File: config.mk
export PLATFORM = sky130hd
export DESIGN_NAME = hash_table_quadratic_probe
export DESIGN_NICKNAME = d
export VERILOG_FILES = /design/src/design/htqp_pkg.sv /design/src/design/htqp_fifo.sv /design/src/design/htqp_front.sv /design/src/design/htqp_back.sv /design/src/design/hash_table_quadratic_probe.sv
export SDC_FILE = /design/constraint.sdc
export NUM_CORES = 1
export LEC_CHECK = 0
export ABC_AREA = 1
export ABC_CLOCK_PERIOD_IN_PS = 14710
export BUFFER_PORTS_ARGS = -buffer_cell sky130_fd_sc_hd__buf_2
export CAP_MARGIN = 40
export CELL_PAD_IN_SITES_DETAIL_PLACEMENT = 0
export CELL_PAD_IN_SITES_GLOBAL_PLACEMENT = 1
export CORE_MARGIN = 2
export CORE_UTILIZATION = 50
export DETAILED_ROUTE_END_ITERATION = 8
export GPL_ROUTABILITY_DRIVEN = 0
export PLACE_DENSITY = 0.77
export RECOVER_POWER = 50
export SETUP_SLACK_MARGIN = 0.3
export SYNTH_ARGS = -nofsm -noshare
export SYNTH_HDL_FRONTEND = slang
export SYNTH_SLANG_ARGS = --single-unit
File: constraint.sdc
create_clock -name clk_i -period 14.71 [get_ports clk_i]
set_clock_uncertainty 0.2 [all_clocks]
set_input_delay 4.413 -clock clk_i [delete_from_list [all_inputs] [get_ports clk_i]]
set_output_delay 4.413 -clock clk_i [all_outputs]
set_load 0.1 [all_outputs]
File: src/design/htqp_pkg.sv
`timescale 1ns / 1ps

package htqp_pkg;

  localparam int unsigned KEY_W = 31;
  localparam int unsigned IDX_W = 4;

  // two-entry queue between front and back
  localparam int unsigned FIFO_DEPTH = 2;

  localparam logic REQ_INSERT = 1'b0;
  localparam logic REQ_SEARCH = 1'b1;

  typedef enum logic [1:0] {
    ST_INSERTED = 2'd0,
    ST_FULL     = 2'd1,
    ST_FOUND    = 2'd2,
    ST_MISSING  = 2'd3
  } status_e;

  typedef struct packed {
    logic             req_type;
    logic [KEY_W-1:0] key;
  } req_t;

  typedef struct packed {
    status_e          status;
    logic [IDX_W-1:0] slot_index;
  } rsp_t;

endpackage

File: src/design/htqp_fifo.sv
`timescale 1ns / 1ps

module htqp_fifo #(
  parameter int unsigned DataW = 8
) (
  input  logic             clk_i,
  input  logic             rst_ni,
  input  logic             push_i,
  input  logic [DataW-1:0] data_i,
  output logic             full_o,
  input  logic             pop_i,
  output logic [DataW-1:0] data_o,
  output logic             empty_o
);
  import htqp_pkg::*;

  localparam int unsigned PtrW = $clog2(FIFO_DEPTH);
  localparam int unsigned CntW = $clog2(FIFO_DEPTH + 1);

  logic [DataW-1:0] mem_q [FIFO_DEPTH];
  logic [PtrW-1:0]  wr_ptr_q, rd_ptr_q;
  logic [CntW-1:0]  cnt_q;
  logic             do_push, do_pop;

  assign full_o  = (cnt_q == CntW'(FIFO_DEPTH));
  assign empty_o = (cnt_q == '0);
  assign do_push = push_i && !full_o;
  assign do_pop  = pop_i && !empty_o;
  assign data_o  = mem_q[rd_ptr_q];

  always_ff @(posedge clk_i) begin
    if (do_push) begin
      mem_q[wr_ptr_q] <= data_i;
    end
  end

  always_ff @(posedge clk_i or negedge rst_ni) begin
    if (!rst_ni) begin
      wr_ptr_q <= '0;
      rd_ptr_q <= '0;
      cnt_q    <= '0;
    end else begin
      if (do_push) begin
        wr_ptr_q <= (wr_ptr_q == PtrW'(FIFO_DEPTH - 1)) ? '0 : wr_ptr_q + 1'b1;
      end
      if (do_pop) begin
        rd_ptr_q <= (rd_ptr_q == PtrW'(FIFO_DEPTH - 1)) ? '0 : rd_ptr_q + 1'b1;
      end
      if (do_push && !do_pop) begin
        cnt_q <= cnt_q + 1'b1;
      end else if (do_pop && !do_push) begin
        cnt_q <= cnt_q - 1'b1;
      end
    end
  end

endmodule

File: src/design/htqp_front.sv
`timescale 1ns / 1ps

module htqp_front #(
  parameter int unsigned TableSize = 11,
  parameter int unsigned SlotW     = 4,
  parameter int unsigned JobW      = 2 + 31 + SlotW
) (
  input  logic                 clk_i,
  input  logic                 rst_ni,
  input  logic                 start,
  output logic                 busy,
  input  htqp_pkg::req_t       req_i,
  output logic                 push_o,
  output logic [JobW-1:0]      job_o,
  input  logic                 full_i
);
  import htqp_pkg::*;

  typedef enum logic [3:0] {
    F_IDLE = 4'b0001,
    F_MUL  = 4'b0010,
    F_RED  = 4'b0100,
    F_PUSH = 4'b1000
  } front_state_e;

  // floor(2^Shift / size) fits 32 bits and keeps the quotient estimate
  // at most one below the true quotient for any 31-bit key
  localparam int unsigned    Shift     = KEY_W + SlotW;
  localparam int unsigned    ProdW     = KEY_W + 32;
  localparam logic [63:0]    RecipWide = (64'd1 << Shift) / 64'(TableSize);
  localparam logic [31:0]    Recip     = RecipWide[31:0];
  localparam logic [SlotW:0] ModN      = (SlotW + 1)'(TableSize);

  front_state_e     state_q, state_d;
  logic             search_q;
  logic [KEY_W-1:0] key_q;
  logic [ProdW-1:0] prod_q;
  logic [SlotW-1:0] rem_q, rem_d;
  logic [SlotW:0]   q_lo, qd_lo, r_est;
  logic             accept;

  assign busy   = (state_q != F_IDLE);
  assign accept = start && !busy;

  // key mod size from the quotient estimate; only the low bits matter
  // since the raw remainder is below twice the size
  always_comb begin
    q_lo  = prod_q[Shift +: SlotW + 1];
    qd_lo = q_lo * ModN;
    r_est = key_q[SlotW:0] - qd_lo;
    rem_d = (r_est >= ModN) ? SlotW'(r_est - ModN) : r_est[SlotW-1:0];
  end

  always_comb begin
    state_d = state_q;
    push_o  = 1'b0;
    case (state_q)
      F_IDLE: begin
        if (accept) state_d = F_MUL;
      end
      F_MUL: begin
        state_d = F_RED;
      end
      F_RED: begin
        state_d = F_PUSH;
      end
      F_PUSH: begin
        if (!full_i) begin
          push_o  = 1'b1;
          state_d = F_IDLE;
        end
      end
      default: state_d = F_IDLE;
    endcase
  end

  assign job_o = {search_q, (key_q == '0), key_q, rem_q};

  always_ff @(posedge clk_i or negedge rst_ni) begin
    if (!rst_ni) begin
      state_q <= F_IDLE;
    end else begin
      state_q <= state_d;
    end
  end

  always_ff @(posedge clk_i) begin
    if (accept) begin
      search_q <= (req_i.req_type == REQ_SEARCH);
      key_q    <= req_i.key;
    end
    if (state_q == F_MUL) begin
      prod_q <= ProdW'(key_q) * ProdW'(Recip);
    end
    if (state_q == F_RED) begin
      rem_q <= rem_d;
    end
  end

endmodule

File: src/design/htqp_back.sv
`timescale 1ns / 1ps

module htqp_back #(
  parameter int unsigned TableSize = 11,
  parameter int unsigned SlotW     = 4,
  parameter int unsigned JobW      = 2 + 31 + SlotW
) (
  input  logic            clk_i,
  input  logic            rst_ni,
  input  logic            empty_i,
  input  logic [JobW-1:0] job_i,
  output logic            pop_o,
  output logic            done_o,
  output htqp_pkg::rsp_t  rsp_o
);
  import htqp_pkg::*;

  typedef enum logic [1:0] {
    B_IDLE = 2'b01,
    B_RUN  = 2'b10
  } back_state_e;

  localparam int unsigned CntW = $clog2(TableSize + 1);
  localparam logic [SlotW:0] ModN = (SlotW + 1)'(TableSize);

  back_state_e      state_q, state_d;
  logic             search_q;
  logic [KEY_W-1:0] key_q;
  logic [SlotW-1:0] slot_q, inc_q;
  logic [CntW-1:0]  iss_cnt_q;
  logic             chk_q, chk_last_q;
  logic [SlotW-1:0] chk_slot_q;
  logic [KEY_W-1:0] rd_data_q;
  logic             rd_vld_q;
  logic [TableSize-1:0] vld_q;
  logic [KEY_W-1:0] mem_q [TableSize];

  logic             job_search, job_zero;
  logic [KEY_W-1:0] job_key;
  logic [SlotW-1:0] job_home;
  logic             issue, finish, wr_en;
  logic [SlotW:0]   slot_sum, inc_sum;
  logic [SlotW-1:0] slot_nx, inc_nx;
  logic             done_d;
  rsp_t             rsp_d;
  logic [SlotW+IDX_W-1:0] idx_ext;

  assign job_search = job_i[JobW-1];
  assign job_zero   = job_i[JobW-2];
  assign job_key    = job_i[SlotW+KEY_W-1:SlotW];
  assign job_home   = job_i[SlotW-1:0];

  assign pop_o = (state_q == B_IDLE) && !empty_i;
  assign issue = (state_q == B_RUN) && (iss_cnt_q != CntW'(TableSize));

  // next probe: slot += 2i+1, increment += 2, both mod size
  always_comb begin
    slot_sum = {1'b0, slot_q} + {1'b0, inc_q};
    slot_nx  = (slot_sum >= ModN) ? SlotW'(slot_sum - ModN) : slot_sum[SlotW-1:0];
    inc_sum  = {1'b0, inc_q} + (SlotW + 1)'(2);
    inc_nx   = (inc_sum >= ModN) ? SlotW'(inc_sum - ModN) : inc_sum[SlotW-1:0];
  end

  assign idx_ext = {{IDX_W{1'b0}}, chk_slot_q};

  always_comb begin
    state_d = state_q;
    finish  = 1'b0;
    wr_en   = 1'b0;
    done_d  = 1'b0;
    rsp_d.status     = ST_MISSING;
    rsp_d.slot_index = '0;
    case (state_q)
      B_IDLE: begin
        if (!empty_i) begin
          if (job_zero) begin
            done_d       = 1'b1;
            rsp_d.status = job_search ? ST_MISSING : ST_FULL;
          end else begin
            state_d = B_RUN;
          end
        end
      end
      B_RUN: begin
        if (chk_q) begin
          if (search_q) begin
            if (rd_vld_q && (rd_data_q == key_q)) begin
              finish           = 1'b1;
              rsp_d.status     = ST_FOUND;
              rsp_d.slot_index = idx_ext[IDX_W-1:0];
            end else if (!rd_vld_q) begin
              finish       = 1'b1;
              rsp_d.status = ST_MISSING;
            end else if (chk_last_q) begin
              finish       = 1'b1;
              rsp_d.status = ST_MISSING;
            end
          end else begin
            if (!rd_vld_q) begin
              finish           = 1'b1;
              wr_en            = 1'b1;
              rsp_d.status     = ST_INSERTED;
              rsp_d.slot_index = idx_ext[IDX_W-1:0];
            end else if (chk_last_q) begin
              finish       = 1'b1;
              rsp_d.status = ST_FULL;
            end
          end
        end
        if (finish) begin
          done_d  = 1'b1;
          state_d = B_IDLE;
        end
      end
      default: state_d = B_IDLE;
    endcase
  end

  // slot storage: read data registered, one probe a cycle
  always_ff @(posedge clk_i) begin
    if (wr_en) begin
      mem_q[chk_slot_q] <= key_q;
    end
    if (issue) begin
      rd_data_q <= mem_q[slot_q];
    end
  end

  always_ff @(posedge clk_i or negedge rst_ni) begin
    if (!rst_ni) begin
      state_q    <= B_IDLE;
      vld_q      <= '0;
      rd_vld_q   <= 1'b0;
      chk_q      <= 1'b0;
      chk_last_q <= 1'b0;
      iss_cnt_q  <= '0;
      done_o     <= 1'b0;
    end else begin
      state_q <= state_d;
      done_o  <= done_d;
      if (wr_en) begin
        vld_q[chk_slot_q] <= 1'b1;
      end
      if (issue) begin
        rd_vld_q <= vld_q[slot_q];
      end
      chk_q      <= issue && !finish;
      chk_last_q <= (iss_cnt_q == CntW'(TableSize - 1));
      if (pop_o) begin
        iss_cnt_q <= '0;
      end else if (issue) begin
        iss_cnt_q <= iss_cnt_q + 1'b1;
      end
    end
  end

  always_ff @(posedge clk_i) begin
    if (done_d) begin
      rsp_o <= rsp_d;
    end
    if (issue) begin
      chk_slot_q <= slot_q;
      slot_q     <= slot_nx;
      inc_q      <= inc_nx;
    end
    if (pop_o) begin
      search_q <= job_search;
      key_q    <= job_key;
      slot_q   <= job_home;
      inc_q    <= SlotW'(1);
    end
  end

endmodule

File: src/design/hash_table_quadratic_probe.sv
`timescale 1ns / 1ps

// channel   | direction | handshake              | payload
// ----------+-----------+------------------------+------------------------------
// request   | in        | start high, busy low   | req_i  (req_type, key)
// result    | out       | done_o for one cycle   | rsp_o  (status, slot_index)
//
// a request beat is hashed in the front (key times a reciprocal of the size in F_MUL, then
// one correction step in F_RED) and queued in F_PUSH, which waits there while the queue is
// full; the front then takes the next beat
// the back probes one slot a cycle through the registered read port of the slot
// memory, up to TABLE_SIZE probes for each request beat
// reset clears the slot valid bits at once; no clearing pass is needed
// the receiver cannot stall: every result beat is shown for exactly one cycle
module hash_table_quadratic_probe #(
  parameter int unsigned TABLE_SIZE = 11
) (
  input  logic           clk_i,
  input  logic           rst_ni,
  input  logic           start,
  output logic           busy,
  input  htqp_pkg::req_t req_i,
  output logic           done_o,
  output htqp_pkg::rsp_t rsp_o
);
  import htqp_pkg::*;

  // slot number width; also the width of the hashed home slot
  localparam int unsigned SlotW = $clog2(TABLE_SIZE);
  // queued job: search flag, zero-key flag, key, home slot
  localparam int unsigned JobW  = 2 + KEY_W + SlotW;

  logic            push, pop, q_full, q_empty;
  logic [JobW-1:0] job_in, job_out;

  // front: takes request beats and hashes the key to its home slot
  htqp_front #(
    .TableSize (TABLE_SIZE),
    .SlotW     (SlotW),
    .JobW      (JobW)
  ) u_front (
    .clk_i  (clk_i),
    .rst_ni (rst_ni),
    .start  (start),
    .busy   (busy),
    .req_i  (req_i),
    .push_o (push),
    .job_o  (job_in),
    .full_i (q_full)
  );

  // short queue so hashing of the next key overlaps the probe walk
  htqp_fifo #(
    .DataW (JobW)
  ) u_fifo (
    .clk_i   (clk_i),
    .rst_ni  (rst_ni),
    .push_i  (push),
    .data_i  (job_in),
    .full_o  (q_full),
    .pop_i   (pop),
    .data_o  (job_out),
    .empty_o (q_empty)
  );

  // back: quadratic probe walk over the slot memory, writes on insert
  htqp_back #(
    .TableSize (TABLE_SIZE),
    .SlotW     (SlotW),
    .JobW      (JobW)
  ) u_back (
    .clk_i   (clk_i),
    .rst_ni  (rst_ni),
    .empty_i (q_empty),
    .job_i   (job_out),
    .pop_o   (pop),
    .done_o  (done_o),
    .rsp_o   (rsp_o)
  );

endmodule

After elaboration in Yosys (flattened, before gate mapping). Memory sizes are Yosys's and may differ from the RTL's. A register that Yosys moved wholly into a read port is not among the register bits. Index checks and enable logic that the tools add are counted.

Register bits after elaboration: 154. RAM bits: 415. Input port bits: 35. Output and inout bits: 8. Memories kept: 2.

Memories: u_back.mem_q (depth 11, width 31, rd ports 1, clocked after Yosys merged registers in 1, wr ports 1, line htqp_back.sv:36) `logic [KEY_W-1:0] mem_q [TableSize];`; u_fifo.mem_q (depth 2, width 37, rd ports 1, clocked after Yosys merged registers in 0, wr ports 1, line htqp_fifo.sv:20) `logic [DataW-1:0] mem_q [FIFO_DEPTH];`.

Add/subtract/negate cells: 11. Multipliers: 2. $lt $le $gt $ge: 6. Equal/unequal tests: 16. Multiplexer cells: 54. Bitwise logic cells: 1. Reduce and logical (&&, ||, !) cells: 23.

Operators by type and width (count): 4-bit two-way mux (11); 31-bit by 31-bit multiplier with 39-bit output, second input constant (1); 31-bit equality test (1); 31-bit logical NOT (1); 1-bit two-way mux (25); 2-bit two-way mux (10); 4-bit one-hot mux with 4 select lines (1); 5-bit by 4-bit >= comparator with 1-bit output, second input constant (3); 6-bit two-way mux (2); 4-bit subtractor, second input constant (3); 11-bit bitwise OR (1); 1-bit logical AND (10); 4-bit by 5-bit less-than comparator with 1-bit output, second input constant (2); 4-bit equality test, second input constant (2); 2-bit inequality test, second input constant (4); 2-bit one-hot mux with 2 select lines (2); 1-bit logical NOT (6); 4-bit by 2-bit adder with 5-bit output, second input constant (1); 4-bit by 4-bit adder with 5-bit output (1); 5-bit by 4-bit multiplier with 5-bit output, second input constant (1); 5-bit subtractor (1); 4-bit by 1-bit adder with 4-bit output, second input constant (1); 1-bit binary-select mux with 4-bit select (1); 1-bit demux with 4-bit select (1); 17 further kinds (21).

Depth between registers and ports, before layout.
Depth after elaboration: 9. Mapped depth: 28.

Modules after synthesis. A second synthesis with hierarchy kept.

Cell total of the unflattened synthesis: 2924. Area total of the unflattened synthesis: 33975.1 µm².

Modules (own cells, without submodules): htqp_back (instances 1, cells an instance 1382, area each 17770.8 µm²); htqp_front (instances 1, cells an instance 1317, area each 13261.5 µm²); htqp_fifo (instances 1, cells an instance 225, area each 2942.8 µm²).

Worst setup path before layout. No wires, ideal clock.

Path kind: input to register. From: input port start. To: register u_front.key_q[0], enable pin. Library setup time: 0.421 ns. Arrival time: 5.826 ns. Data required time: 14.089 ns. Setup slack: 8.263 ns. Cell stages on the path: 2. Cell sequence: inv_1 nor2_1.

Word-level cells in the longest chain between the ends: 1.

RTL lines: from (decl) (line hash_table_quadratic_probe.sv:20) `input logic start,`; 1-bit logical AND (line htqp_front.sv:43) `assign accept = start && !busy;`; via u_front.accept (line htqp_front.sv:40) `logic accept;`; to (signal assigned) (line htqp_front.sv:90) `key_q <= req_i.key;`; to (decl) (line htqp_front.sv:36) `logic [KEY_W-1:0] key_q;`.

The timed path passes the listed nets, and every way through them passes these cells. A chain may end at the register's enable or synchronous reset.

Final worst setup path.
From: register u_front.key_q[1]. To: register u_front.prod_q[39] (data pin).

Word-level cells in the longest chain between the ends: 1.

RTL lines: 31-bit by 31-bit multiplier with 39-bit output (line htqp_front.sv:93) `prod_q <= ProdW'(key_q) * ProdW'(Recip);`; to (signal assigned) (line htqp_front.sv:93); to (decl) (line htqp_front.sv:37) `logic [ProdW-1:0] prod_q;`.

No other way between the ends.

==> tab_implementation.tex <==
\begin{tabular}{lr}
\hline
Metric & Value \\
\hline
\multicolumn{2}{l}{\textbf{Outcome}} \\
\quad Outcome & finished with violations \\
\quad Violations in the final reports & max-capacitance violations, max-slew violations \\
\multicolumn{2}{l}{\textbf{Clock tree}} \\
\quad Post-CTS setup buffers & 0 \\
\quad Clock latency on the worst-skew pair & 620 ps \\
\quad Cells resized by post-CTS repair & 0 \\
\quad Clock root buffer & sky130\_fd\_sc\_hd\_\_clkbuf\_16 \\
\quad Total number of clock tree sinks & 566 \\
\quad TritonCTS clock tree & done \\
\quad Hold\_buf cts & 0 \\
\quad Number of buffers added by the clock tree synthesis step & 55 \\
\quad Clk pin slew, worst setup/hold paths & 60 ps \\
\quad Buffers from clock root to sink, at most & 3 \\
\quad Number of H-tree branching levels & 2 \\
\multicolumn{2}{l}{\textbf{Synthesis}} \\
\quad Commonest register cell after synthesis & sky130\_fd\_sc\_hd\_\_edfxtp\_1 \\
\quad Combined area of all synthesized cells & around 33000 µm² \\
\quad Fraction of post-synthesis cell area in the top cell type by area & 47.82\% \\
\quad Combinational family with the most area after synthesis & adder cells \\
\quad Complex-gate fraction of the synthesized area & 6.815\% \\
\quad Post-Synth Adder-Cell Area & a little over a quarter \\
\quad Post-Syn Nets & 3416 \\
\quad XOR/XNOR share of the synthesized area & between 1 and 1.5\% \\
\quad Most frequent cell after synthesis & sky130\_fd\_sc\_hd\_\_edfxtp\_1 \\
\quad EDFF count, synth & between 500 and 600 \\
\quad Sequential cell area fraction in the yosys report & 50.24\% \\
\quad Mux contribution to synthesized area & 0\% \\
\quad Async SR Flop Fraction & 5.124\% \\
\quad Count of mapped cells out of synthesis & approximately 2800 \\
\quad Number of synthesized register bits & 566 \\
\quad Cell types occupying the most area after synthesis & sky130\_fd\_sc\_hd\_\_edfxtp\_1 (48\%), sky130\_fd\_sc\_hd\_\_fa\_1 (15\%), sky130\_fd\_sc\_hd\_\_ha\_1 (12\%) \\
\quad Syn avg cell area & $\sim$12 µm² \\
\quad Simple-gate portion of the synthesized area & slightly below 9\% \\
\quad YS warnings & 0 \\
\quad Number of distinct standard cells referenced by the synthesized netlist & 47 \\
\quad Cell accounting for the most synthesized area & sky130\_fd\_sc\_hd\_\_edfxtp\_1 \\
\quad Top cells by instance count after synthesis & sky130\_fd\_sc\_hd\_\_edfxtp\_1 (533), sky130\_fd\_sc\_hd\_\_inv\_1 (445), sky130\_fd\_sc\_hd\_\_nand2\_1 (388), sky130\_fd\_sc\_hd\_\_ha\_1 (309), sky130\_fd\_sc\_hd\_\_fa\_1 (256) \\
\multicolumn{2}{l}{\textbf{Worst hold path}} \\
\quad HP Class & flip-flop to flip-flop \\
\multicolumn{2}{l}{\textbf{GRT}} \\
\quad Number of antenna violations at the first check in global routing & 1 \\
\quad Global-route wire length before repair & 125600 µm \\
\quad Via count of the first global-routing pass & 21860 \\
\quad Maximum number of pins on one net before global-route repair & 81 \\
\quad Global-route total usage across every layer & 23.65\% \\
\quad GRT Residual Overflow & 0 \\
\multicolumn{2}{l}{\textbf{Drt}} \\
\quad Antenna Nets Post-Route & 0 \\
\quad Via count & between 20000 and 25000 \\
\quad Wirelength per Cell & around 21 µm \\
\quad Number of design rule violations left after detail routing & 0 \\
\quad Detailed router's first-iteration violation count & 1655 \\
\quad Vias/cell & 5.451 \\
\quad Drt total wl & 78600 µm \\
\quad Router iterations before antenna repair & 7 \\
\multicolumn{2}{l}{\textbf{Timing}} \\
\quad Max Freq & 142.7 MHz \\
\quad Transition at the pin with the smallest max-transition slack & 3683 ps \\
\quad Worst max-slew margin expressed relative to the limit & -145.5\% \\
\quad Setup TNS after final layout & 0 ps \\
\quad Number of endpoints failing setup at the final stage & 0 \\
\quad Pins over their slew limit & 319 \\
\quad Unrepaired setup endpoints after global routing & no \\
\quad Crit share post-route & between 40\% and 50\% \\
\quad Endpoints failing hold & 0 \\
\quad Fin crit period & between 7000 and 8000 ps \\
\multicolumn{2}{l}{\textbf{Setup path}} \\
\quad Critical path's most frequent cell & sky130\_fd\_sc\_hd\_\_nand2\_1 \\
\quad Max Fanout on Critical Path & 15 \\
\quad Chain of cells forming the critical path & clkbuf\_1, ha\_1, xor2\_1, ha\_1, or2\_2, fa\_1, fa\_1, fa\_1, fa\_1, fa\_1, ha\_1, ha\_1, nand2\_1, nor2\_1, nand2\_1, nor4\_1, nand2\_1, nand2\_1, inv\_1, nand2\_1, nand2\_1 \\
\quad Stage delay of the slowest cell on the critical path & 1000 ps \\
\quad Startpoint Class & flip-flop \\
\quad Worst EP arrival & $\sim$7000 ps \\
\quad Endpoint class of the critical path & flip-flop \\
\quad Worst path required time & 14880 ps \\
\quad Critical path class & flip-flop to flip-flop \\
\quad Library cell contributing the largest single delay on the critical path & sky130\_fd\_sc\_hd\_\_clkbuf\_1 \\
\multicolumn{2}{l}{\textbf{Flow run}} \\
\quad Number of maximum-capacitance violations & 7 \\
\multicolumn{2}{l}{\textbf{Cells and area}} \\
\quad Fraction of layout instances using a drive strength above 1 & 6.173\% \\
\quad Post-Layout Cell Count & approximately 3800 \\
\quad Filler instances & 5445 \\
\quad Final nets & 3472 \\
\quad Relative area change from synthesis to final layout & 9.111\% \\
\multicolumn{2}{l}{\textbf{Placed design}} \\
\quad Port Buf Inserts & 42 \\
\quad Total half-perimeter wirelength after legalization and detailed placement & roughly 54000 µm \\
\quad Placed cells & about 3700 \\
\multicolumn{2}{l}{\textbf{Floorplan}} \\
\quad Standard-cell rows & 94 \\
\quad Die area & approximately 70000 µm² \\
\quad Core Footprint & 65980 µm² \\
\quad Initial core utilization & 50.72\% \\
\quad Die X & between 200 and 300 µm \\
\quad Vertical extent of the die & between 200 and 300 µm \\
\quad Number of top-level pins & 43 \\
\hline
\end{tabular}
[flip-flops by register name, summed over array words and instances (netlist names), 5 cells and up]
name and cells:
u_front.prod_q 5, u_back.rsp_o 6, u_back.key_q 31, u_fifo.mem_q 74, u_front.key_q 31, u_back.vld_q 11, u_back.rd_data_q 31, u_back.mem_q 341
[layout by cell type (no fill, tap or decap), types with 12 or more instances in the layout]
cell                        netlist  layout
sky130_fd_sc_hd__nor2_1         199     187
sky130_fd_sc_hd__o21ai_0        206     206
sky130_fd_sc_hd__buf_2           18      43
sky130_fd_sc_hd__dfrtp_1         27      27
sky130_fd_sc_hd__nand2_1        388     388
sky130_fd_sc_hd__o22ai_1         34      34
sky130_fd_sc_hd__xnor2_1         31      31
sky130_fd_sc_hd__nor2_4           0      12
sky130_fd_sc_hd__ha_1           309     309
sky130_fd_sc_hd__nor3_1          12      12
sky130_fd_sc_hd__inv_1          445     445
sky130_fd_sc_hd__nand3_1         70      70
sky130_fd_sc_hd__clkbuf_16        0      57
sky130_fd_sc_hd__o221ai_1        29      29
sky130_fd_sc_hd__clkbuf_1        47      21
sky130_fd_sc_hd__o211ai_1        36      36
sky130_fd_sc_hd__o21ai_1         15      15
sky130_fd_sc_hd__a21oi_1         49      49
sky130_fd_sc_hd__edfxtp_1       533     533
sky130_fd_sc_hd__or2_2           23      23
sky130_fd_sc_hd__fa_1           256     256
sky130_fd_sc_hd__xor2_1          18      18
sky130_fd_sc_hd__buf_4            8      16
sky130_fd_sc_hd__clkinv_1         1      15
sky130_fd_sc_hd__nand4_1         12      12
[final cells by class]
type                       count  area (µm²)  area share [%]
antenna                        1       2.502        0.006853
tap                          864        1081           2.960
clock inverter                34       244.0          0.6681
clock buffer                  67        1464           4.009
sequential                   566       16810           46.04
multi-input combinational   1725       14710           40.29
inverter                     448        1685           4.615
timing repair buffer          76       514.2           1.408
[logic make-up after synthesis]
kind of cell,after synthesis
AO/OA/AOI/OAI,394
flip-flops,566
adder cells (fa/ha/maj),565
AND/OR/NAND/NOR,717
XOR/XNOR,49
buffers and inverters,525
[through the flow]
step | hold WS (ps) | instance area [µm²] | worst slack [ps] | util, %
2_1_floorplan | 221.5 | 33470 | 8263 | -
3_3_place_gp | 224.8 | 34710 | 8136 | 52.60
3_5_place_dp | 231.3 | 34920 | 8181 | 52.92
4_1_cts | 245.4 | 36620 | 8083 | 55.51
5_1_grt | 251.2 | 36520 | 7322 | 55.35
6_report | 245.1 | 36520 | 7703 | 55.35
[routing by layer]
metal	part of all wire (%)	vias to the layer above	track usage (%)
met2	52	508	42.13
met1	41	10340	30.19
met4	3.4	0	8.170
met5	0	-	0
met3	4.2	147	2.371
li1	-	9611	-
[final timing paths]
| kind | startpoint | to | slack, ps | depth (start not counted) |
|---|---|---|---|---|
| setup / recovery | u_front.key_q[1] | u_front.prod_q[39] | 7700 | 21 |
| hold / removal | u_front.rem_q[0] | u_fifo.mem_q[0][0] | 250 | 0 |
| setup reg to reg | u_front.key_q[1] | u_front.prod_q[39] | 7700 | 21 |
| hold reg to reg | u_front.rem_q[0] | u_fifo.mem_q[0][0] | 250 | 0 |
| max in group asynchronous | rst_ni | u_front.state_q[1] | 10180 | 1 |
| min in group asynchronous | rst_ni | u_back.vld_q[0] | 3660 | 1 |
[worst max-delay path, delay by kind of cell, from the launching register on]
family	cells	cell delay, ps
xor+xnor	1	170
fa+ha+maj	9	3710
buf+inv	2	1040
flops	1	310
simple gates	9	1300
Power is left out: the tool's default activity adds up to more than one toggle a clock period on the data nets, which glitch-free logic cannot reach.
